## src/rtl/kts_pkg.sv

```systemverilog
// Shared types and constants for the keyframe time sampler.
// No dependencies; every other file imports this package.
package kts_pkg;

   localparam int TIME_W           = 32;
   localparam int FRAC_BITS        = 16;
   localparam int FRAME_INDEX_BITS = 16;
   localparam int BLEND_W          = FRAC_BITS + 1;
   localparam int WRAP_STEPS       = TIME_W;
   localparam int INDEX_STEPS      = TIME_W;
   localparam int BLEND_STEPS      = FRAC_BITS;

   typedef enum logic [1:0] {
      WRAP_CLAMP    = 2'd0,
      WRAP_LOOP     = 2'd1,
      WRAP_PINGPONG = 2'd2,
      WRAP_NONE     = 2'd3
   } wrap_mode_type;

   typedef enum logic [1:0] {
      CSR_WRAP_MODE    = 2'd0,
      CSR_CLIP_LENGTH  = 2'd1,
      CSR_FRAME_PERIOD = 2'd2,
      CSR_FRAME_TOTAL  = 2'd3
   } csr_index_type;

   typedef struct packed {
      wrap_mode_type                wrap_mode;
      logic [TIME_W-1:0]           clip_length;
      logic [TIME_W-1:0]           frame_period;
      logic [FRAME_INDEX_BITS-1:0] frame_total;
   } cfg_type;

   // Classified item: the wrap is a remainder by divisor, then an optional reflect.
   typedef struct packed {
      logic              reflect;
      logic [TIME_W-1:0] dividend;
      logic [TIME_W:0]   divisor;
   } front_item_type;

endpackage

```

## src/rtl/kts_front.sv

```systemverilog
// Front end: input register and wrap-mode classification.
// Depends on kts_pkg.
module kts_front import kts_pkg::*; (
   input  logic                clock,
   input  logic                reset,
   input  cfg_type             cfg,
   input  logic                req_valid,
   output logic                req_ready,
   input  logic [TIME_W-1:0]   req_play_time,
   output logic                item_valid,
   input  logic                item_ready,
   output front_item_type      item
);

   logic           valid_ff, valid_in;
   front_item_type item_ff, item_in;
   logic           len_zero;

   assign len_zero = (cfg.clip_length == '0);

   always_comb begin
      item_in.reflect  = 1'b0;
      item_in.dividend = req_play_time;
      item_in.divisor  = '1;
      case (cfg.wrap_mode)
         WRAP_CLAMP: begin
            item_in.dividend = (req_play_time > cfg.clip_length) ? cfg.clip_length
                                                                 : req_play_time;
         end
         WRAP_LOOP: begin
            if (len_zero) item_in.dividend = '0;
            else          item_in.divisor  = {1'b0, cfg.clip_length};
         end
         WRAP_PINGPONG: begin
            if (len_zero) begin
               item_in.dividend = '0;
            end else begin
               item_in.divisor = {cfg.clip_length, 1'b0};
               item_in.reflect = 1'b1;
            end
         end
         default: begin
         end
      endcase
   end

   assign req_ready  = !valid_ff || item_ready;
   assign item_valid = valid_ff;
   assign item       = item_ff;
   assign valid_in   = req_ready ? req_valid : valid_ff;

   always_ff @(posedge clock) begin
      if (reset) valid_ff <= 1'b0;
      else       valid_ff <= valid_in;
   end

   always_ff @(posedge clock) begin
      if (req_valid && req_ready) item_ff <= item_in;
   end

endmodule

```

## config.mk

```make
export PLATFORM = sky130hd
export DESIGN_NAME = kts_front
export DESIGN_NICKNAME = d
export VERILOG_FILES = /design/src/rtl/kts_pkg.sv /design/src/rtl/kts_front.sv
export SDC_FILE = /design/constraint.sdc
export NUM_CORES = 1
export LEC_CHECK = 0
export BUFFER_PORTS_ARGS = -buffer_cell sky130_fd_sc_hd__buf_4
export CAP_MARGIN = 0
export CORE_UTILIZATION = 25
export DETAILED_ROUTE_END_ITERATION = 16
export PLACE_DENSITY = 0.59
export SYNTH_ARGS = -nofsm -noshare
export SYNTH_HDL_FRONTEND = slang
export SYNTH_SLANG_ARGS = --single-unit
```

## constraint.sdc

```tcl
create_clock -name clock -period 4.5 [get_ports clock]
set_input_delay 0.225 -clock clock [delete_from_list [all_inputs] [get_ports clock]]
set_output_delay 0.225 -clock clock [all_outputs]
set_load 0.03 [all_outputs]
```

==> Word level (Yosys, flattened, before mapping) <==
Cells that the tools add are included.
{ "classes": {"mux": 7, "eq_ne": 2, "n_bitwise": 0, "add_sub_neg": 0, "mul": 0, "order_cmp": 1, "reduce_logical": 6, "shifts": 0, "div_mod_pow": 0} }
{ "op_table": {"columns": ["cell", "n"], "rows": [
  ["$mux 33", 2],
  ["$pmux 33 s2", 1],
  ["$mux 32", 2],
  ["$pmux 32 s2", 1],
  ["$gt 32x32->1", 1],
  ["$logic_not 32->1", 1],
  ["$eq 2x1->1 const B", 1],
  ["$eq 2x2->1 const B", 1],
  ["$logic_not 2->1", 1],
  ["$reduce_or 2->1", 1],
  ["$logic_and 1x1->1", 1],
  ["$logic_not 1->1", 1],
  ["$logic_or 1x1->1", 1],
  ["$mux 1", 1]
]} }
{ "word_totals": {"n_memories": 0, "output_inout_bits": 68, "in_bits": 118, "ram_bits": 0, "latchBits": 0, "ff_bits": 67, "rom_bits": 0, "elab_cells": 20} }

==> Logic depth before layout (Yosys ltp) <==
{ "depth": {"word_depth": 3, "ltp_mapped": 9, "ltp_nobuf": 8} }

==> Least setup slack after synthesis <==
No wires, ideal clock.
{ "synth_timing": {"path_type": "register to register", "from": "reg valid_ff (netlist: item_valid)", "to": "reg item_ff, in the netlist item[0] (enable)", "stages_incl_launch_ff": 3, "n_path_buf": 0, "required_time_ns": 4.069, "period_less_slack_ns": 2.773, "setup_ns": 0.431, "slack_ns": 1.727, "arrival_time_ns": 2.342, "path_cell_list": "dfxtp_1 > nand2b_1 > and2_1"} }
{ "synth_via": {"elab_chain_cells": 3} }
{ "synth_rtl": {"columns": ["item", "line", "source"], "rows": [
  ["start, declared", "kts_front.sv:15", "logic valid_ff, valid_in;"],
  ["start signal, assigned", "kts_front.sv:54", "else valid_ff <= valid_in;"],
  ["$logic_not 1->1", "kts_front.sv:47", "assign req_ready = !valid_ff || item_ready;"],
  ["$logic_or 1x1->1", "kts_front.sv:47", null],
  ["net req_ready", "kts_front.sv:8", "output logic req_ready,"],
  ["$logic_and 1x1->1", "kts_front.sv:58", "if (req_valid && req_ready) item_ff <= item_in;"],
  ["end signal, assigned", "kts_front.sv:58", null],
  ["end, declared", "kts_front.sv:16", "front_item_type item_ff, item_in;"]
]} }
The timed path passes the listed nets, and every way through them passes these cells.
A chain may end at the register's enable or synchronous reset.

==> flow_summary.yaml <==
timing:
  drv_slew: 0
  clock_skew_ps: 5.83
  period_share_pct: 57.2
  rsz0062_at_grt: "no"
  finalSetupViolCount: 0
  maxSlewHeadroom_pct: 18.6
  setup_slack_ps: 1930
  period_needed_ps: 2570
  fin_setup_tns_ps: 0
  hold_violations: 0
  max_freq_mhz: 389
  tightestPinTransition_ps: 1220
yosys:
  netlist_area_sq_um: 3960
  synthMuxAreaShare_pct: 0
  synthAdderAreaFrac_pct: 11.4
  yosysWarnings: 0
  synth-simple-area-share_pct: 10.0
  synth_edf_count: 66
  synth_fp_nets: 518
  ys_types: 33
  synth.yosys.seq_area_share_pct: 50.6
  ys.flop_type: "edfxtp_1"
  synth_compound_area_share_pct: 21.5
  async_flop_share_pct: 0
  synth_area_per_cell_sq_um: 10.9
  ys_seq_elements: 67
  post_synth_inst_count: 364
  synth_xor_area_share_pct: 0
  synth_top_family_by_area: "compound AO/OA/AOI/OAI gates"
global_route:
  grt_max_degree: 68
  grt_use_total_pct: 14.8
  grt_remaining_overflow: 0
  grt_first_pass_wirelength_mm: 17.9
  antenna_found_initial: 0
  grt_pass1_vias: 3295
placed_design:
  dpl.hpwl_mm: 8.46
  place_area_sq_um: 5160
  dp_slack_ps: 1560
  io_buffers: 137
  place_congestion: 0.800
clock_tree:
  clkTransAtPathRegs_ps: 50
  htree_levels: 3
  tritoncts: "yes"
  ctsHoldBuffers: 0
  cts.path.max_buffers: 2
  clockRootBuffer: "clkbuf_16"
  post_cts_buffers: 0
  clk_latency_ps: 340
  cts-resized-gates: 0
  cts.sinks: 67
  numCtsBuffers: 9
cells_and_area:
  regArea_sq_um: 2000
  final_area_sq_um: 5440
  diodes: 0
  multiInputGateArea_sq_um: 1710
  final_common_cell: "buf_4"
  final_cell_mix: "buf_4 (140), o21ai_0 (69), edfxtp_1 (66)"
  syn_to_final_growth_pct: 37.3
  fin_util_pct: 35.5
  drive_gt1_share_pct: 37.7
  fin_nets: 646
  fillers: 1559
power_and_ir_drop:
  max-vdd-ir-drop_v: 0.000166
  p_per_area_nw_per_um2: 349
  clockPowerShare_pct: 35.9
  p_seq_share_pct: 40.7
  internal_power_uw: 1360
  power_switching_uw: 537
  total_power_uw: 1900
  netSwitchingFraction_pct: 28.3
  p_comb_share_pct: 23.5
  p_leak_uw: 0.00227
hold_path:
  worstHoldStart: "reset"
  hold_class: "input port to flip-flop"
critical_path:
  r2r_start: "item_valid"
  critical_path_required_ps: 4710
  crit_buf_inv: 3
  crit_start: "cfg[65]"
  r2r_slack_ps: 2470
  crit_type: "input port to flip-flop"
  crit_slowest_cell: "o311ai_4"
  crit_family: "compound AO/OA/AOI/OAI gates"
  max_stage_delay_ps: 720
  critPathMostFrequentCell: "buf_4"
  cp_max_fo: 17
  start_kind: "input port"
  end_kind: "flip-flop"
  cp.arrival_ps: 2780
  crit_chain: "buf_4, inv_1, ha_1, a21oi_1, o21ai_0, a211oi_1, o211ai_1, o311ai_4, buf_4, a22o_1"
floorplan:
  coreArea_sq_um: 15300
  die_area_sq_um: 16300
  start_util_pct: 25.9
  die_w_um: 128
  ioPinCount: 186
  die_y_um: 128
  floorplan.rows: 45
detailed_routing:
  first_iter_violations: 201
  antenna_left: 0
  drt-total-wl_mm: 11.7
  via_count: 3428
  drc_errors: 0
  dr.pass1.iters: 5
  routedWlPerCell_um: 16.6
  via_per_inst: 4.85
status:
  status: "complete, no violations"
job:
  cap_violations: 0
[synthesized netlist by cell type, drive strengths merged, types with 2 or more instances]
| cell | count | area share [%] |
|---|---|---|
| o21ai | 69 | 8.7 |
| edfxtp | 66 | 50 |
| ha | 36 | 11 |
| inv | 36 | 3.4 |
| nand3 | 33 | 4.2 |
| a22o | 32 | 8.0 |
| a21oi | 16 | 2.0 |
| clkbuf | 16 | 1.5 |
| nand4 | 9 | 1.6 |
| nand2 | 8 | 0.76 |
| nor4 | 8 | 1.3 |
| buf | 7 | 1.6 |
| nor2 | 7 | 0.66 |
| nor2b | 3 | 0.47 |
| a211oi | 2 | 0.38 |
| o211ai | 2 | 0.38 |
[through the flow]
stage / std cells / hold WS [ps]
final: 707 / 34.0
after floorplan: 364 / 294
after detailed placement: 692 / 394
after global routing: 707 / 26.5
after CTS: 707 / 21.7
after global placement: 692 / 381
[area by class of cell]
type / count / area share (%)
flip-flops and latches: 67 / 36.8
multi-input cells: 238 / 31.4
repair buffers: 140 / 19.3
well taps: 211 / 4.86
clock buffers: 12 / 4.35
inverters: 36 / 2.49
clock inverters: 3 / 0.737
[layer usage]
layer,part of all wire [%],GRT usage [%]
met2,50,24.7
met1,42,17.7
met5,0,0
met4,1.7,6.37
met3,6.9,4.26
[power groups by stage]
stage               combinational (uW)  clock (uW)  sequential, uW
floorplan                          159           0             888
global placement                   439           0             782
detailed placement                 447           0             784
CTS                                448         698             773
global route                       483         725             776
finish                             445         680             772
[kinds of logic (layout without fill, tap and decap cells)]
family,after synthesis,in the layout
AOI/OAI and AO/OA,128,128
adders and majority gates,36,36
buffers and inverters,59,191
and+or+nand+nor,74,74
DFF,67,67
[state kept, by name, indices dropped and copies added, names as in the netlist]
| name | flops |
|---|---|
| item | 66 |
| item_valid | 1 |
[path summary, 6_finish.rpt]
check,to,depth (start not counted)
worst min-delay path,item_valid,2
worst max-delay path,item[62],10
worst min register to register,item_valid,2
worst max register to register,item[32],3
Note: power is estimated with default switching activity, not from simulation.
