[config.mk]
export PLATFORM = sky130hd
export DESIGN_NAME = kts_queue
export DESIGN_NICKNAME = d
export VERILOG_FILES = /design/src/rtl/kts_pkg.sv /design/src/rtl/kts_queue.sv
export SDC_FILE = /design/constraint.sdc
export NUM_CORES = 1
export LEC_CHECK = 0
export BUFFER_PORTS_ARGS = -buffer_cell sky130_fd_sc_hd__buf_2
export CAP_MARGIN = 10
export CORE_UTILIZATION = 47
export CTS_CLUSTER_SIZE = 10
export DETAILED_ROUTE_END_ITERATION = 10
export PLACE_DENSITY_LB_ADDON = 0.1
export SETUP_SLACK_MARGIN = 0.05
export SYNTH_ARGS = -nofsm -noshare
export SYNTH_HDL_FRONTEND = slang
export SYNTH_SLANG_ARGS = --single-unit
[constraint.sdc]
create_clock -name clock -period 2.5 [get_ports clock]
set_input_delay 0 -clock clock [delete_from_list [all_inputs] [get_ports clock]]
set_output_delay 0 -clock clock [all_outputs]
set_load 0.1 [all_outputs]
[src/rtl/kts_pkg.sv]
// Shared types and constants for the keyframe time sampler.
// No dependencies; every other file imports this package.
package kts_pkg;

   localparam int TIME_W           = 32;
   localparam int FRAC_BITS        = 16;
   localparam int FRAME_INDEX_BITS = 16;
   localparam int BLEND_W          = FRAC_BITS + 1;
   localparam int WRAP_STEPS       = TIME_W;
   localparam int INDEX_STEPS      = TIME_W;
   localparam int BLEND_STEPS      = FRAC_BITS;

   typedef enum logic [1:0] {
      WRAP_CLAMP    = 2'd0,
      WRAP_LOOP     = 2'd1,
      WRAP_PINGPONG = 2'd2,
      WRAP_NONE     = 2'd3
   } wrap_mode_type;

   typedef enum logic [1:0] {
      CSR_WRAP_MODE    = 2'd0,
      CSR_CLIP_LENGTH  = 2'd1,
      CSR_FRAME_PERIOD = 2'd2,
      CSR_FRAME_TOTAL  = 2'd3
   } csr_index_type;

   typedef struct packed {
      wrap_mode_type                wrap_mode;
      logic [TIME_W-1:0]           clip_length;
      logic [TIME_W-1:0]           frame_period;
      logic [FRAME_INDEX_BITS-1:0] frame_total;
   } cfg_type;

   // Classified item: the wrap is a remainder by divisor, then an optional reflect.
   typedef struct packed {
      logic              reflect;
      logic [TIME_W-1:0] dividend;
      logic [TIME_W:0]   divisor;
   } front_item_type;

endpackage

[src/rtl/kts_queue.sv]
// Two-entry queue between front and back end.
// Depends on kts_pkg.
module kts_queue import kts_pkg::*; (
   input  logic           clock,
   input  logic           reset,
   input  logic           push_valid,
   output logic           push_ready,
   input  front_item_type push_item,
   output logic           pop_valid,
   input  logic           pop_ready,
   output front_item_type pop_item
);

   front_item_type store_ff [2];
   logic           wr_ptr_ff, rd_ptr_ff;
   logic [1:0]     count_ff, count_in;
   logic           push, pop;

   assign push_ready = (count_ff != 2'd2);
   assign pop_valid  = (count_ff != 2'd0);
   assign pop_item   = store_ff[rd_ptr_ff];
   assign push       = push_valid && push_ready;
   assign pop        = pop_valid && pop_ready;

   always_comb begin
      count_in = count_ff;
      if (push && !pop)      count_in = count_ff + 2'd1;
      else if (pop && !push) count_in = count_ff - 2'd1;
   end

   always_ff @(posedge clock) begin
      if (reset) begin
         wr_ptr_ff <= 1'b0;
         rd_ptr_ff <= 1'b0;
         count_ff  <= 2'd0;
      end else begin
         count_ff <= count_in;
         if (push) wr_ptr_ff <= !wr_ptr_ff;
         if (pop)  rd_ptr_ff <= !rd_ptr_ff;
      end
   end

   always_ff @(posedge clock) begin
      if (push) store_ff[wr_ptr_ff] <= push_item;
   end

   a_count_bound: assert property (@(posedge clock) disable iff (reset)
      count_ff != 2'd3) else $error("queue count out of range");
   a_pop_empty: assert property (@(posedge clock) disable iff (reset)
      count_ff == 2'd0 |-> !pop) else $error("pop from empty queue");
   a_count_step: assert property (@(posedge clock) disable iff (reset)
      push && !pop |=> count_ff == $past(count_ff) + 2'd1)
      else $error("queue count did not advance");

endmodule

* Word level (Yosys, flattened, before mapping)
Memories as Yosys holds them, arrays and structs flattened. A register that Yosys moved wholly into a read port is not among the register bits.
Cells that the tools add are included.
** Word-level totals
- Bits in writable memories :: 132
- Register bits after elaboration :: 4
- Logic and storage cells :: 23
- Output and inout port bits :: 68
- Memories kept :: 1
- Bits of input ports :: 70
** Operators by class
- Add/sub/neg operators :: 2
- Multiplexer cells :: 6
- Reductions and logical operators :: 10
- Equal/unequal tests :: 1
** Memories
- store_ff :: depth 2, width 66, read ports 1, clocked after memory_dff 1, wr ports 1, RTL line kts_queue.sv:14 : front_item_type store_ff [2];
** Operators with widths (number)
- $logic_and A1 B1 Y1 :: 4
- $logic_not A1 Y1 :: 4
- $mux W1 :: 4
- $mux W2 :: 2
- $reduce_bool A2 Y1 :: 2
- $add A2 B1 Y2 const B :: 1
- $ne A2 B2 Y1 const B :: 1
- $sub A2 B1 Y2 const B :: 1

* Depth between registers and ports, before layout
- Depth after elaboration :: 6
- Mapped depth :: 6
- Gate-level depth less buffers :: 6

* Worst setup path before layout
Ideal clock, no wire load.
- Kind :: register to register
- Start :: reg count_ff[0]
- End :: mem store_ff[1][0] (netlist name) (enable)
- Path buffers :: 0
- Arrival time :: 2965 ps
- Library setup time :: 431 ps
- Clock period less this slack :: 3396 ps
- Required time :: 2069 ps
- Slack :: -896 ps
- Cell stages (with the launch flop) :: 3
- Cell sequence :: dfxtp_1 nand2b_1 and3_1
** Between the ends
- Longest elaborated chain between the ends :: 4
** Ends and longest elaborated chain
- start: declaration :: RTL line kts_queue.sv:16 : logic [1:0] count_ff, count_in;
- start signal: assignment :: RTL line kts_queue.sv:37 : count_ff <= count_in;
- $ne A2 B2 Y1 :: RTL line kts_queue.sv:19 : assign push_ready = (count_ff != 2'd2);
- via push_ready :: RTL line kts_queue.sv:7 : output logic push_ready,
- $logic_and A1 B1 Y1 :: RTL line kts_queue.sv:22 : assign push = push_valid && push_ready;
- $mux W1 :: RTL line kts_queue.sv:44 : if (push) store_ff[wr_ptr_ff] <= push_item;
- $mux W1 (implied by the code) :: RTL line kts_queue.sv:44
- end: declaration :: RTL line kts_queue.sv:14
The timed path passes the listed nets, and every way through them passes these cells.

==> reports/summary.txt <==
Unique masters post-synth -> 19
Worst Tran Pin Value -> 507.2 ps
First-pass GRT wire length -> 13,890 microns
Flop2flop setup slack -> 910 ps
Vias/cell -> 4.739
Pin count of the biggest net entering global routing -> 67
Synth top cells by count -> edfxtp_1 (132), mux2_2 (66), dfxtp_1 (5), buf_6 (4)
Die area -> 0.01104 sq mm
CTS Sinks -> 137
Slew margin rel. -> 0.6619
Final GP Congestion -> 0.6666
CTS Buf Count -> 17
Hold_sp -> push_item[13]
Crit Reg-Reg Endpoint -> store_ff[1][48]
Hold-fix buffers, CTS -> 69
Final worst path period share -> 0.8578
R2R depth -> 3
Area delta synth->final -> 43.26%
Mapped Nets -> 300
Worst setup SP type -> flop
Static leakage -> 2.723 nW
Crit path DAT -> 2140 ps
CTS H-tree depth -> 4
Async set or reset register ratio after synthesis -> 0
Sequential area share after synthesis -> 0.8140
Hold Vio Cnt, Final -> 0
Final net count -> 523
Worst setup EP type -> output pin
CTS resizes -> 0
Placed Area -> 0.005862 sq mm
Layout cell share with drive strength beyond 1 -> 0.5247
Final count of negative-setup-slack endpoints -> 0
DR iter-0 viols -> 109
Setup TNS -> 0 ps
N_diodes -> 0
CP Buf/Inv Count -> 2
Synth Warn # -> 0
Most frequent cell after synthesis -> edfxtp_1
Die Y -> 105.1 microns
Max-cap violations -> 0
Setup bufs post-CTS -> 0
RSZ-0062 raised after global routing -> false
DR WL met3 -> 627 microns
Count of input and output buffers -> 137
Met2 wire length -> 4367 microns
Crit path max-delay family -> flip-flops
Die width -> 105.1 microns
Wire length per cell -> 14.97 microns
Initial Util -> 0.4836
Final WL -> 8995 microns
Clk root buf -> clkbuf_8
Synth Instances -> 229
Max FO, Critical Path -> 19
Hold path cells -> 2
Seq. cell area -> 0.004065 sq mm
Req. time, crit path -> 2500 ps
Antenna violations before repair -> 0
Reg clk slew, reported paths -> 60 ps
Vias -> 2,848
Clock Skew -> 6.143 ps
M1 WL -> 3864 microns
Post-Layout Inst Area -> 0.007152 sq mm
CTS max path bufs -> 2
Status -> complete, no violations
Core footprint -> 0.01032 sq mm
Hold Path End -> store_ff[1][13]
Multi-input combinational cell area -> 870.8 sq um
Boundary Pins -> 138
Peak VDD IR -> 0.0009287 V
Synth top area share -> 0.7940
Vias in the first global route -> 2,902
Synth top area cells -> edfxtp_1 (79%), mux2_2 (15%), dfxtp_1 (2.0%)
Max stage delay cell, worst path -> dfxtp_2
Hold crit path type -> primary input to flop
WS Path Type -> flop to output pin
GRT Util Overall -> 0.1731
Synth Flop Type -> edfxtp_1
Critical R2R Launch -> count_ff[0]
Filler Cell Count -> 683
CP Cell Sequence -> buf_4 -> mux2_2 -> buf_2
Top sig layer -> met4
Router iterations before antenna repair -> 4
Slew Limit Fails -> 0
Dpl hpwl -> 5447 microns
Fmax -> 0.4663 GHz
DRC -> 0
PwrDens -> 1318 mW/mm^2
Synthesized area -> 0.004992 sq mm
# rows -> 37
Worst skew pair latency -> 520 ps
Post-route ant nets -> 0
Post-route minimum period -> 2145 ps
Number of flops mapped to enable cells by yosys -> 132
Syn_area_per_cell -> 21.80 sq um
Yosys reg bits -> 137
CTS tree -> done
Synth area leader -> edfxtp_1
GRT Residual Overflow -> 0
Max incr delay on CP -> 640 ps
worst max-delay path by stage:
stage	depth (start not counted)	start	endpoint	slack, ps
2_1_floorplan	3	count_ff[0]	store_ff[0][0]	280
3_3_place_gp	3	flop	pop_item[36]	890
3_5_place_dp	3	flop	pop_item[23]	860
4_1_cts	3	flop	pop_item[23]	300
5_1_grt	3	flop	pop_item[23]	260
6_report	3	flop	pop_item[23]	360
logic make-up after synthesis:
group,share of synthesized area
xor+xnor,0.005264
fa+ha+maj,0.002506
mux,0.1489
compound gates,0.006015
buf+inv,0.01328
simple gates,0.01003
flops,0.8140
routing by layer:
metal,global-route usage,up-vias
li1,-,1352
met1,0.2093,1386
met2,0.2739,97
met3,0.06301,13
met4,0.08753,0
met5,0,-
through the flow:
step	std cells	hold slack, ps	util	power [mW]	setup slack (ps)
6_report	601	199.0	0.6928	9.429	355.5
5_1_grt	601	171.7	0.6928	9.737	257.7
4_1_cts	601	170.7	0.6928	9.523	301.7
3_5_place_dp	500	191.5	0.5678	6.929	864.4
3_3_place_gp	500	186.5	0.5678	6.908	891.6
2_1_floorplan	229	69.07	-	6.387	276.8
layout make-up:
cell class / instances / share of cell area
clock buffers: 19 / 0.05896
clock inverters: 13 / 0.02484
inverters: 1 / 0.001050
multi-input cells: 84 / 0.1218
flip-flops and latches: 137 / 0.5684
well taps: 136 / 0.02379
repair buffers: 211 / 0.2012
layout by cell type (no fill, tap or decap):
cell type	netlist	layout
clkbuf_8	0	1
buf_12	0	2
and2_1	1	1
xor2_1	3	3
dfxtp_1	5	4
nand3b_1	1	1
clkbuf_16	0	16
or2_2	1	1
buf_4	1	3
a21bo_2	1	1
dfxtp_2	0	1
nand2b_4	0	1
clkinv_4	0	2
or3_1	1	1
dlygate4sd3_1	0	69
and3_2	0	1
edfxtp_1	132	132
clkinvlp_4	0	3
nor2_1	3	3
o21ai_0	2	2
clkinv_2	0	5
buf_2	2	137
clkbuf_1	0	2
bufinv_16	0	4
mux2_2	66	66
ha_1	1	1
a21oi_1	2	2
registers in the layout (all words and copies together) (netlist names), named ones only:
| signal | cells |
|---|---|
| count_ff | 2 |
| store_ff | 132 |
| rd_ptr_ff | 1 |
| wr_ptr_ff | 1 |
report_power, final:
group          leakage (nW)  switching [mW]  internal [mW]
registers              1.27           0.117           2.87
clock network         0.291           0.875           1.61
logic                  1.16            3.16          0.791
(Power assumes the default switching activity.)
